==> src/rtl/core/qpr_pkg.sv <==
package qpr_pkg;

  localparam int DATA_WIDTH = 32;
  localparam int FRAC_BITS  = 16;
  localparam int PROD_WIDTH = 2 * DATA_WIDTH;
  localparam int SUM_WIDTH  = PROD_WIDTH + 2;
  localparam int NUM_COMP   = 4;
  localparam int NUM_TERMS  = 4;
  localparam int NUM_PROD   = NUM_COMP * NUM_TERMS;

  typedef logic signed [DATA_WIDTH-1:0] data_t;
  typedef logic signed [PROD_WIDTH-1:0] prod_t;

  typedef struct packed {
    data_t rot_w;
    data_t rot_x;
    data_t rot_y;
    data_t rot_z;
    data_t right_w;
    data_t right_x;
    data_t right_y;
    data_t right_z;
    data_t point_x;
    data_t point_y;
    data_t point_z;
  } in_t;

  typedef struct packed {
    data_t out_x;
    data_t out_y;
    data_t out_z;
  } out_t;

  // Hamilton product term table, component-major: w, x, y, z
  localparam logic [1:0] A_IDX [NUM_PROD] = '{
    2'd0, 2'd1, 2'd2, 2'd3,
    2'd0, 2'd1, 2'd2, 2'd3,
    2'd0, 2'd2, 2'd3, 2'd1,
    2'd0, 2'd3, 2'd1, 2'd2
  };

  localparam logic [1:0] B_IDX [NUM_PROD] = '{
    2'd0, 2'd1, 2'd2, 2'd3,
    2'd1, 2'd0, 2'd3, 2'd2,
    2'd2, 2'd0, 2'd1, 2'd3,
    2'd3, 2'd0, 2'd2, 2'd1
  };

  localparam logic TERM_SUB [NUM_PROD] = '{
    1'b0, 1'b1, 1'b1, 1'b1,
    1'b0, 1'b0, 1'b0, 1'b1,
    1'b0, 1'b0, 1'b0, 1'b1,
    1'b0, 1'b0, 1'b0, 1'b1
  };

endpackage

==> src/rtl/core/qpr_reduce.sv <==
module qpr_reduce #(
  parameter int FRAC_BITS = qpr_pkg::FRAC_BITS
) (
  input  logic          clk,
  input  logic          en,
  input  qpr_pkg::prod_t prod [qpr_pkg::NUM_PROD],
  output qpr_pkg::data_t q [qpr_pkg::NUM_COMP]
);

  localparam int DW = qpr_pkg::DATA_WIDTH;
  localparam int SW = qpr_pkg::SUM_WIDTH;
  localparam int NT = qpr_pkg::NUM_TERMS;
  localparam logic signed [SW-1:0] SAT_MAX = {{(SW-DW+1){1'b0}}, {(DW-1){1'b1}}};
  localparam logic signed [SW-1:0] SAT_MIN = {{(SW-DW+1){1'b1}}, {(DW-1){1'b0}}};

  logic signed [SW-1:0] term [qpr_pkg::NUM_PROD];
  qpr_pkg::data_t       q_r  [qpr_pkg::NUM_COMP];

  for (genvar g = 0; g < qpr_pkg::NUM_PROD; g++) begin : g_term
    assign term[g] = qpr_pkg::TERM_SUB[g] ? -SW'(prod[g]) : SW'(prod[g]);
  end

  for (genvar c = 0; c < qpr_pkg::NUM_COMP; c++) begin : g_comp
    logic signed [SW-1:0] sum;
    logic signed [SW-1:0] shr;
    qpr_pkg::data_t       q_nxt;

    assign sum = (term[NT*c] + term[NT*c+1]) + (term[NT*c+2] + term[NT*c+3]);
    assign shr = sum >>> FRAC_BITS;

    always_comb begin
      if (shr > SAT_MAX) begin
        q_nxt = SAT_MAX[DW-1:0];
      end else if (shr < SAT_MIN) begin
        q_nxt = SAT_MIN[DW-1:0];
      end else begin
        q_nxt = shr[DW-1:0];
      end
    end

    always_ff @(posedge clk) begin
      if (en) begin
        q_r[c] <= q_nxt;
      end
    end
    assign q[c] = q_r[c];
  end

endmodule
==> config.mk <==
export PLATFORM = sky130hd
export DESIGN_NAME = qpr_reduce
export DESIGN_NICKNAME = d
export VERILOG_FILES = /design/src/rtl/core/qpr_pkg.sv /design/src/rtl/core/qpr_reduce.sv
export SDC_FILE = /design/constraint.sdc
export NUM_CORES = 2
export LEC_CHECK = 0
export ABC_AREA = 1
export ABC_CLOCK_PERIOD_IN_PS = 5700
export BUFFER_PORTS_ARGS = -buffer_cell sky130_fd_sc_hd__buf_4
export CAP_MARGIN = 20
export CORE_AREA = 4 4 453 455
export DETAILED_ROUTE_END_ITERATION = 7
export DIE_AREA = 0 0 457 459
export PLACE_DENSITY = 0.4
export SLEW_MARGIN = 20
export SYNTH_ARGS = -nofsm -noshare
export SYNTH_HDL_FRONTEND = slang
export SYNTH_SLANG_ARGS = --single-unit
==> constraint.sdc <==
create_clock -name clk -period 5.7 [get_ports clk]
set_clock_uncertainty 0.1 [all_clocks]
set_input_delay 1.425 -clock clk [delete_from_list [all_inputs] [get_ports clk]]
set_output_delay 1.425 -clock clk [all_outputs]
set_load 0.01 [all_outputs]
==> report_table.html <==
<table>
<tr><th>Metric</th><th>Value</th></tr>
<tr><th colspan="2">Power</th></tr>
<tr><td>Total power divided by cell area</td><td>371.5 nW/um2</td></tr>
<tr><td>Leakage power</td><td>33.76 nW</td></tr>
<tr><td>Highest ir drop seen on vdd</td><td>0.2858 mV</td></tr>
<tr><th colspan="2">Timing</th></tr>
<tr><td>Rel. slew slack</td><td>23.64%</td></tr>
<tr><td>Number of endpoints failing setup at the final stage</td><td>0</td></tr>
<tr><td>Post-route clock period utilization</td><td>94.59%</td></tr>
<tr><td>Minimum clock period</td><td>5.392 ns</td></tr>
<tr><td>Unrepaired setup endpoints after global routing</td><td>false</td></tr>
<tr><td>Achievable clock frequency</td><td>185.5 MHz</td></tr>
<tr><td>Count of endpoints failing hold in the final timing report</td><td>0</td></tr>
<tr><td>Worst Tran Pin Value</td><td>1.143 ns</td></tr>
<tr><td>Final slew viol count</td><td>0</td></tr>
<tr><th colspan="2">Finish</th></tr>
<tr><td>Register name with the most flops</td><td>q_r</td></tr>
<tr><td>Most frequent cells in the layout</td><td>inv_1, nand2_1, buf_4</td></tr>
<tr><td>Number of standard cells in the layout, taps in and fillers out</td><td>10940</td></tr>
<tr><td>Fill cell count</td><td>22960</td></tr>
<tr><td>Fraction of final layout cells with drive strength greater than 1</td><td>23.17%</td></tr>
<tr><td>Layout Area Growth over Synthesis</td><td>41.06%</td></tr>
<tr><td>Largest registers</td><td>q_r x128</td></tr>
<tr><td>Multi-input gate area in the final layout</td><td>29180 um2</td></tr>
<tr><td>Layout net count</td><td>10040</td></tr>
<tr><td>Number of flip-flops in the largest register</td><td>128</td></tr>
<tr><td>Summed area of non-filler cells in the final layout</td><td>57990 um2</td></tr>
<tr><td>Core Util, Final</td><td>28.81%</td></tr>
<tr><td>Commonest non-fill, non-tap cell in the layout</td><td>inv_1</td></tr>
<tr><td>Flip-flop and latch area</td><td>3844 um2</td></tr>
<tr><th colspan="2">Synth</th></tr>
<tr><td>Count of different cell masters after synthesis</td><td>45</td></tr>
<tr><td>Net count after synthesis</td><td>8318</td></tr>
<tr><td>Number of enable-type register cells in the synthesized netlist</td><td>128</td></tr>
<tr><td>Largest cells by area after synthesis</td><td>fa_1, inv_1, nand2_1, edfxtp_1, ha_1</td></tr>
<tr><td>Dominant register cell in the synthesized netlist</td><td>edfxtp_1</td></tr>
<tr><td>Area share of the leading cell type in the synthesized netlist</td><td>24.74%</td></tr>
<tr><td>Cell area after synthesis</td><td>41110 um2</td></tr>
<tr><td>Mux contribution to synthesized area</td><td>0%</td></tr>
<tr><td>Cell accounting for the most synthesized area</td><td>fa_1</td></tr>
<tr><td>Synth Area in Simple Gates</td><td>28.52%</td></tr>
<tr><td>Dominant combinational cell family by area after synthesis</td><td>adder cells</td></tr>
<tr><td>Adder and majority cell fraction of the synthesized area</td><td>32.71%</td></tr>
<tr><td>Post-synthesis compound-gate area fraction</td><td>6.915%</td></tr>
<tr><td>Syn. warnings</td><td>0</td></tr>
<tr><td>Cell count after synthesis</td><td>6522</td></tr>
<tr><td>Count of state elements after synthesis</td><td>128</td></tr>
<tr><td>Async set-reset flop share out of synthesis</td><td>0%</td></tr>
<tr><td>Sequential share of the synthesized area</td><td>9.350%</td></tr>
<tr><td>Share of the synthesized netlist area taken by xor and xnor gates</td><td>2.809%</td></tr>
<tr><td>Avg Cell Area, Syn</td><td>6.303 um2</td></tr>
<tr><th colspan="2">Detailed routing</th></tr>
<tr><td>Routed vias</td><td>44550</td></tr>
<tr><td>Wirelength per Cell</td><td>20.86 um</td></tr>
<tr><td>Number of detailed-route iterations in the first pass</td><td>5</td></tr>
<tr><td>Initial DRC Count</td><td>2325</td></tr>
<tr><td>Detail Route Antenna Nets</td><td>0</td></tr>
<tr><td>DRC</td><td>0</td></tr>
<tr><td>Avg Vias per Cell</td><td>4.074</td></tr>
<tr><td>Final routed wirelength across all metal layers</td><td>228100 um</td></tr>
<tr><th colspan="2">Die</th></tr>
<tr><td>Core area</td><td>201300 um2</td></tr>
<tr><td>Chip Height</td><td>459 um</td></tr>
<tr><td>Initial standard-cell utilization of the core</td><td>20.42%</td></tr>
<tr><td>Die outline area</td><td>209800 um2</td></tr>
<tr><td>Number of top-level pins</td><td>1154</td></tr>
<tr><td>Width of the die</td><td>457 um</td></tr>
<tr><td>Rows</td><td>165</td></tr>
<tr><th colspan="2">GRT</th></tr>
<tr><td>Residual overflow from global routing</td><td>0</td></tr>
<tr><td>Wire length of the first global-routing pass</td><td>322800 um</td></tr>
<tr><td>Largest net degree at the start of global routing</td><td>71</td></tr>
<tr><td>Number of antenna violations at the first check in global routing</td><td>22</td></tr>
<tr><td>Total track usage</td><td>21.22%</td></tr>
<tr><td>Vias in the first global route</td><td>47320</td></tr>
<tr><th colspan="2">Clocking</th></tr>
<tr><td>Number of hold-repair buffers added at the cts stage</td><td>0</td></tr>
<tr><td>Number of post-CTS setup repair buffers</td><td>0</td></tr>
<tr><td>Total CTS buffers</td><td>17</td></tr>
<tr><td>Library cell used as clock root buffer</td><td>clkbuf_16</td></tr>
<tr><td>Gates resized, CTS repair</td><td>0</td></tr>
<tr><td>Maximum clock path buffer count</td><td>2</td></tr>
<tr><td>CTS tree</td><td>done</td></tr>
<tr><td>Clock-pin slew on the worst setup and hold paths</td><td>0.07 ns</td></tr>
<tr><td>Clock H-tree levels</td><td>4</td></tr>
<tr><td>Total number of clock tree sinks</td><td>128</td></tr>
<tr><th colspan="2">Placement</th></tr>
<tr><td>Cell Area, Placed</td><td>57370 um2</td></tr>
<tr><td>Number of port buffers</td><td>1153</td></tr>
<tr><td>Post-placement cell count</td><td>10890</td></tr>
<tr><td>Gp weighted congestion</td><td>0.9859</td></tr>
<tr><td>Post-detailed-placement half-perimeter wirelength</td><td>214800 um</td></tr>
<tr><th colspan="2">Outcome</th></tr>
<tr><td>Result of the run</td><td>finished, final reports clean</td></tr>
<tr><th colspan="2">Min path</th></tr>
<tr><td>Type of the most critical hold path</td><td>in -&gt; reg</td></tr>
<tr><td>Hold Path Sink</td><td>q_r[2][23]$_SDFFCE_PN1P_</td></tr>
<tr><td>Startpoint of the tightest hold check path</td><td>en</td></tr>
<tr><td>Worst Hold Depth</td><td>1</td></tr>
<tr><th colspan="2">Critical path</th></tr>
<tr><td>CP Capture Type</td><td>flip-flop</td></tr>
<tr><td>Crit Path Max Fanout</td><td>13</td></tr>
<tr><td>Startpoint types</td><td>input port</td></tr>
<tr><td>Crit Path Class</td><td>in -&gt; reg</td></tr>
<tr><td>Critical Path RT</td><td>5.87 ns</td></tr>
<tr><td>Arrival time of the worst setup path</td><td>5.57 ns</td></tr>
<tr><th colspan="2">Run</th></tr>
<tr><td># Max-Cap Violations</td><td>0</td></tr>
</table>
[layer usage]
metal	up-vias	wire length, um	track usage [%]
li1	22350	-	-
met1	20980	97530	26.30
met2	1092	116100	38.94
met3	115	9973	3.061
met4	14	4427	4.332
met5	-	83	0
[critical path, stage by stage]
cell	delay, ns
buf_4	0.08
inv_1	0.06
fa_1	0.58
fa_1	0.48
ha_1	0.34
buf_4	0.18
a21oi_1	0.17
o21ai_0	0.15
a2111oi_1	1.00
o211ai_2	0.23
xor2_2	0.23
inv_2	0.09
nand2_2	0.11
buf_4	0.19
buf_12	0.14
nand2_1	0.05
nand2_1	0.05
[worst max-delay path by stage]
stage                                           to  slack [ns]  startpoint
after global routing      q_r[2][23]$_SDFFCE_PN1P_       0.001   prod[277]
final                      q_r[0][1]$_SDFFCE_PN1P_        0.31   prod[826]
after CTS                 q_r[2][23]$_SDFFCE_PN1P_        0.24   prod[276]
after global placement     q_r[0][6]$_SDFFCE_PN1P_       -0.45   prod[826]
after detailed placement  q_r[2][23]$_SDFFCE_PN1P_       -0.34   prod[276]
after floorplan           q_r[2][10]$_SDFFCE_PN1P_        0.92   prod[272]
[through the flow]
step	total power [mW]	TNS (ns)	hold WS (ns)	worst slack [ns]
floorplan	11.41	0	1.438	0.9207
global placement	20.68	-26.11	1.751	-0.4548
detailed placement	20.58	-14.17	1.745	-0.3371
CTS	21.95	0	1.249	0.2405
global route	23.61	0	1.268	0.0009663
finish	21.54	0	1.257	0.3083
[report_power, final]
part	leakage, nW	switching, mW	internal [mW]
logic	32.2	11.1	7.04
registers	1.26	0.311	1.83
clock network	0.281	0.608	0.612
total	33.8	12.1	9.49
[cells by family (layout without fill, tap and decap cells)]
group	count (synthesis)	count (layout)
xor gates and xnor gates	131	131
AOI/OAI and AO/OA	524	524
buffers and inverters	2111	3841
other	0	11
and+or+nand+nor	2858	2858
adders and majority gates	770	770
DFF	128	128
[synth_stat cells (3+ instances only)]
cell type	number
nor4_2	6
nand3_1	161
xor2_1	80
xnor2_1	50
nand3b_1	26
a21o_1	6
inv_1	2039
buf_6	21
inv_2	44
clkinv_1	4
ha_1	262
nor4_1	12
nand2_1	2005
nor2_4	11
edfxtp_1	128
nor2_2	49
a21oi_1	331
nand4_1	28
o21bai_1	49
buf_4	3
nor3_1	44
o21ai_0	93
and3_1	24
and2_1	8
nor2_1	437
a31oi_1	21
fa_1	508
o21ai_1	9
o21a_1	5
nor3_2	14
nand2_2	25
[area by class of cell]
| type | count | share of cell area (%) |
|---|---|---|
| clock buffer | 17 | 0.7336 |
| antenna | 11 | 0.04747 |
| timing repair buffer | 1722 | 22.73 |
| sequential | 128 | 6.629 |
| tap | 2672 | 5.766 |
| inverter | 2087 | 13.51 |
| multi-input combinational | 4283 | 50.32 |
| clock inverter | 15 | 0.2654 |
Power figures use the tool's default switching activity.
